==> src/design/pcd_mul.sv <==
// Shared 32x32 unsigned multiplier with registered product.
`default_nettype none

module pcd_mul (
  input  wire logic        clk_i,
  input  wire logic [31:0] a_i,
  input  wire logic [31:0] b_i,
  output logic      [63:0] p_o
);

  logic [63:0] p_q;

  always_ff @(posedge clk_i) begin
    p_q <= a_i * b_i;
  end

  assign p_o = p_q;

endmodule

`default_nettype wire

==> config.mk <==
export PLATFORM = sky130hd
export DESIGN_NAME = pcd_mul
export DESIGN_NICKNAME = d
export VERILOG_FILES = /design/src/design/pcd_mul.sv
export SDC_FILE = /design/constraint.sdc
export NUM_CORES = 2
export LEC_CHECK = 0
export BUFFER_PORTS_ARGS = -buffer_cell sky130_fd_sc_hd__buf_2
export CAP_MARGIN = 40
export CORE_MARGIN = 3
export CORE_UTILIZATION = 50
export DETAILED_ROUTE_END_ITERATION = 10
export GPL_ROUTABILITY_DRIVEN = 0
export GPL_TIMING_DRIVEN = 1
export PLACE_DENSITY = 0.7
export REMOVE_ABC_BUFFERS = 1
export SYNTH_ARGS = -nofsm -noshare
export SYNTH_HDL_FRONTEND = slang
export SYNTH_SLANG_ARGS = --single-unit
==> constraint.sdc <==
create_clock -name clk_i -period 12.8 [get_ports clk_i]
set_input_delay 1.28 -clock clk_i [delete_from_list [all_inputs] [get_ports clk_i]]
set_output_delay 1.28 -clock clk_i [all_outputs]
set_load 0.02 [all_outputs]
==> metrics.yaml <==
route:
  routed_wl_um: 89800
  drt-initial-drc-count: 1477
  vias_per_cell: 5.37
  post_drt_wl_per_cell_um: 19.5
  first_pass_iters: 5
  route.detailed.drc: 0
  vias: 24700
  ant_nets: 0
floorplan:
  initial_core_util_pct: 51.0
  fp.coreArea_sq_um: 68000
  ios: 129
  die_h_um: 269
  fp.dieW_um: 269
  rows: 95
  dieArea_sq_um: 72500
yosys:
  avgSynthCellArea_sq_um: 9.25
  synthMuxAreaShare_pct: 0.0289
  syn_inst: 3748
  synth_top_family_by_area: "adder cells"
  synth_edf_count: 0
  synth_xor_area_share_pct: 1.52
  ys_ff_latch: 64
  syn_area_sq_um: 34700
  synth_fa_ha_area_share_pct: 61.2
  ys.warnings.count: 0
  synthFlopType: "dfxtp_1"
  async_flop_share_pct: 0
  seq_area_frac_synth_pct: 3.69
  yosys.cell_types.count: 57
  synth_compound_gate_area_share_pct: 4.15
  synth-simple-area-share_pct: 17.6
finish:
  fin_cells: 4599
  area_growth_pct: 3.66
  largest_reg_flops: 64
  final_util_pct: 52.9
  final_layout_size_suffix_gt1_share_pct: 4.43
  fin_nets: 4896
global_route:
  grt_start_max_net_pins: 33
  grt.overflow.total: 0
  grt_pass1_wl_um: 149000
  antenna_found_initial: 4
  grtUsageTotal_pct: 25.9
  grt_pass1_vias: 27600
min_path:
  hp-class: "in2reg"
  min_from: "a_i[0]"
  whs_endpoint: "p_o[0]"
  min_path_cells: 3
sta:
  fmax_ghz: 0.115
  slew_viol_final: 0
  setup_viol: 0
  fin_crit_ps: 8730
  period_share_pct: 68.2
  hold_violations: 0
  slew-limit-headroom_pct: 40.7
  worst_slew_pin_slew_ps: 889
  setup-tns-final_ps: 0
  rsz0062_at_grt: "no"
clock_network:
  path_clk_slew_ps: 70
  numCtsBuffers: 9
  cts.repair.resized: 0
  cts_setup_buffers: 0
  cts_sinks: 64
  cts_hold_buffers: 0
  htree_levels: 3
  cts_tree: "built"
  cts_max_path_buffers: 2
  cts-root-buf: "clkbuf_16"
critical_path:
  path_cells: "buf_2, and2_1, fa_1, fa_1, inv_1, fa_1, fa_1, inv_1, fa_1, fa_1, fa_1, fa_1, ha_1, nand4_1, or4_1, or3_1, a31oi_1, a31o_2, a211oi_1, o21ai_1, xor2_1"
  worst-setup-path-type: "in2reg"
  crit_required_ps: 13100
  critPathSlowestCell: "buf_2"
  crit_family: "adder cells"
  end_kind: "flop"
  slowest_delay_ps: 590
  path_buf_inv: 3
  worstPathMaxFanout: 32
  cpMostUsedCell: "fa_1"
  critPathLaunchType: "primary input"
  arrival_ps: 9040
flow_run:
  cap_violations: 0
placement:
  port_buffers: 128
  dp_cells: 4582
  dpl.hpwl_um: 71500
run_status:
  status: "complete, no violations"
-- worst max path at each step --
stage,startpoint,endpoint,cells after the start
floorplan,a_i[26],p_o[62],22
global placement,a_i[18],p_o[62],21
detailed placement,a_i[25],p_o[62],24
CTS,a_i[25],p_o[62],24
global route,a_i[24],p_o[62],24
finish,a_i[18],p_o[62],21
-- metal layers --
| metal | global-route usage, % | routed length [um] |
|---|---|---|
| met1 | 34.3 | 36300 |
| met2 | 44.4 | 44300 |
| met3 | 4.44 | 6810 |
| met4 | 6.99 | 2440 |
| met5 | 0 | 0 |
-- logic make-up (layout without fill, tap and decap cells) --
| kind of cell | count (synthesis) | after routing |
|---|---|---|
| compound gates | 202 | 202 |
| fa+ha+maj | 1159 | 1159 |
| mux | 1 | 1 |
| simple gates | 1177 | 1177 |
| buf+inv | 1085 | 1014 |
| other cells | 0 | 1 |
| flops | 64 | 64 |
| xor+xnor | 60 | 60 |
-- cell usage in the layout, fill, tap and decap left out, types with 4 or more instances in the layout --
| cell | count |
|---|---|
| buf_4 | 5 |
| clkbuf_16 | 9 |
| and3_1 | 14 |
| nor3_1 | 7 |
| nor2_1 | 20 |
| a221o_1 | 4 |
| buf_2 | 128 |
| ha_1 | 263 |
| fa_1 | 896 |
| xor2_1 | 25 |
| dfxtp_1 | 64 |
| a21o_1 | 40 |
| o21ai_1 | 5 |
| o21a_1 | 9 |
| nand2_1 | 480 |
| nand3_1 | 10 |
| a31oi_1 | 12 |
| a21oi_1 | 63 |
| nand4_1 | 23 |
| o21ai_0 | 21 |
| o21bai_1 | 10 |
| xnor2_1 | 35 |
| and2_1 | 602 |
| inv_1 | 865 |
-- synth_stat cells (4+ instances only) --
cell,count,share of area [%]
a21oi_1,63,0.91
xor2_1,25,0.63
nor3_1,7,0.10
inv_1,865,9.4
clkbuf_1,213,2.3
nand4_1,23,0.41
nand3_1,10,0.14
o21bai_1,10,0.22
a221o_1,4,0.12
xnor2_1,35,0.88
and2_1,602,11
nor2_1,20,0.22
fa_1,896,52
o21a_1,9,0.19
buf_2,6,0.087
nand2_1,480,5.2
and3_1,14,0.25
a21o_1,40,0.87
o21ai_0,21,0.30
dfxtp_1,64,3.7
ha_1,263,9.5
o21ai_1,5,0.072
a31oi_1,12,0.22
-- layout make-up --
| class | instances | area [sq um] |
|---|---|---|
| timing repair buffer | 133 | 678 |
| tap | 921 | 1150 |
| multi-input combinational | 2599 | 29300 |
| clock inverter | 3 | 17.5 |
| clock buffer | 13 | 250 |
| sequential | 64 | 1280 |
| antenna | 1 | 2.50 |
| inverter | 865 | 3250 |
| fill | 6246 | 32000 |
-- stage by stage --
stage | area [sq um] | setup slack, ps | hold slack, ps
2_1_floorplan | 33800 | 5050 | 1400
3_3_place_gp | 35700 | 3840 | 1700
5_1_grt | 35900 | 3660 | 1560
4_1_cts | 35900 | 4150 | 1550
6_report | 35900 | 4070 | 1550
3_5_place_dp | 35700 | 3770 | 1700
Power is not shown: default switching activity piles up to over one toggle a cycle in this logic, so the estimate is an artifact.
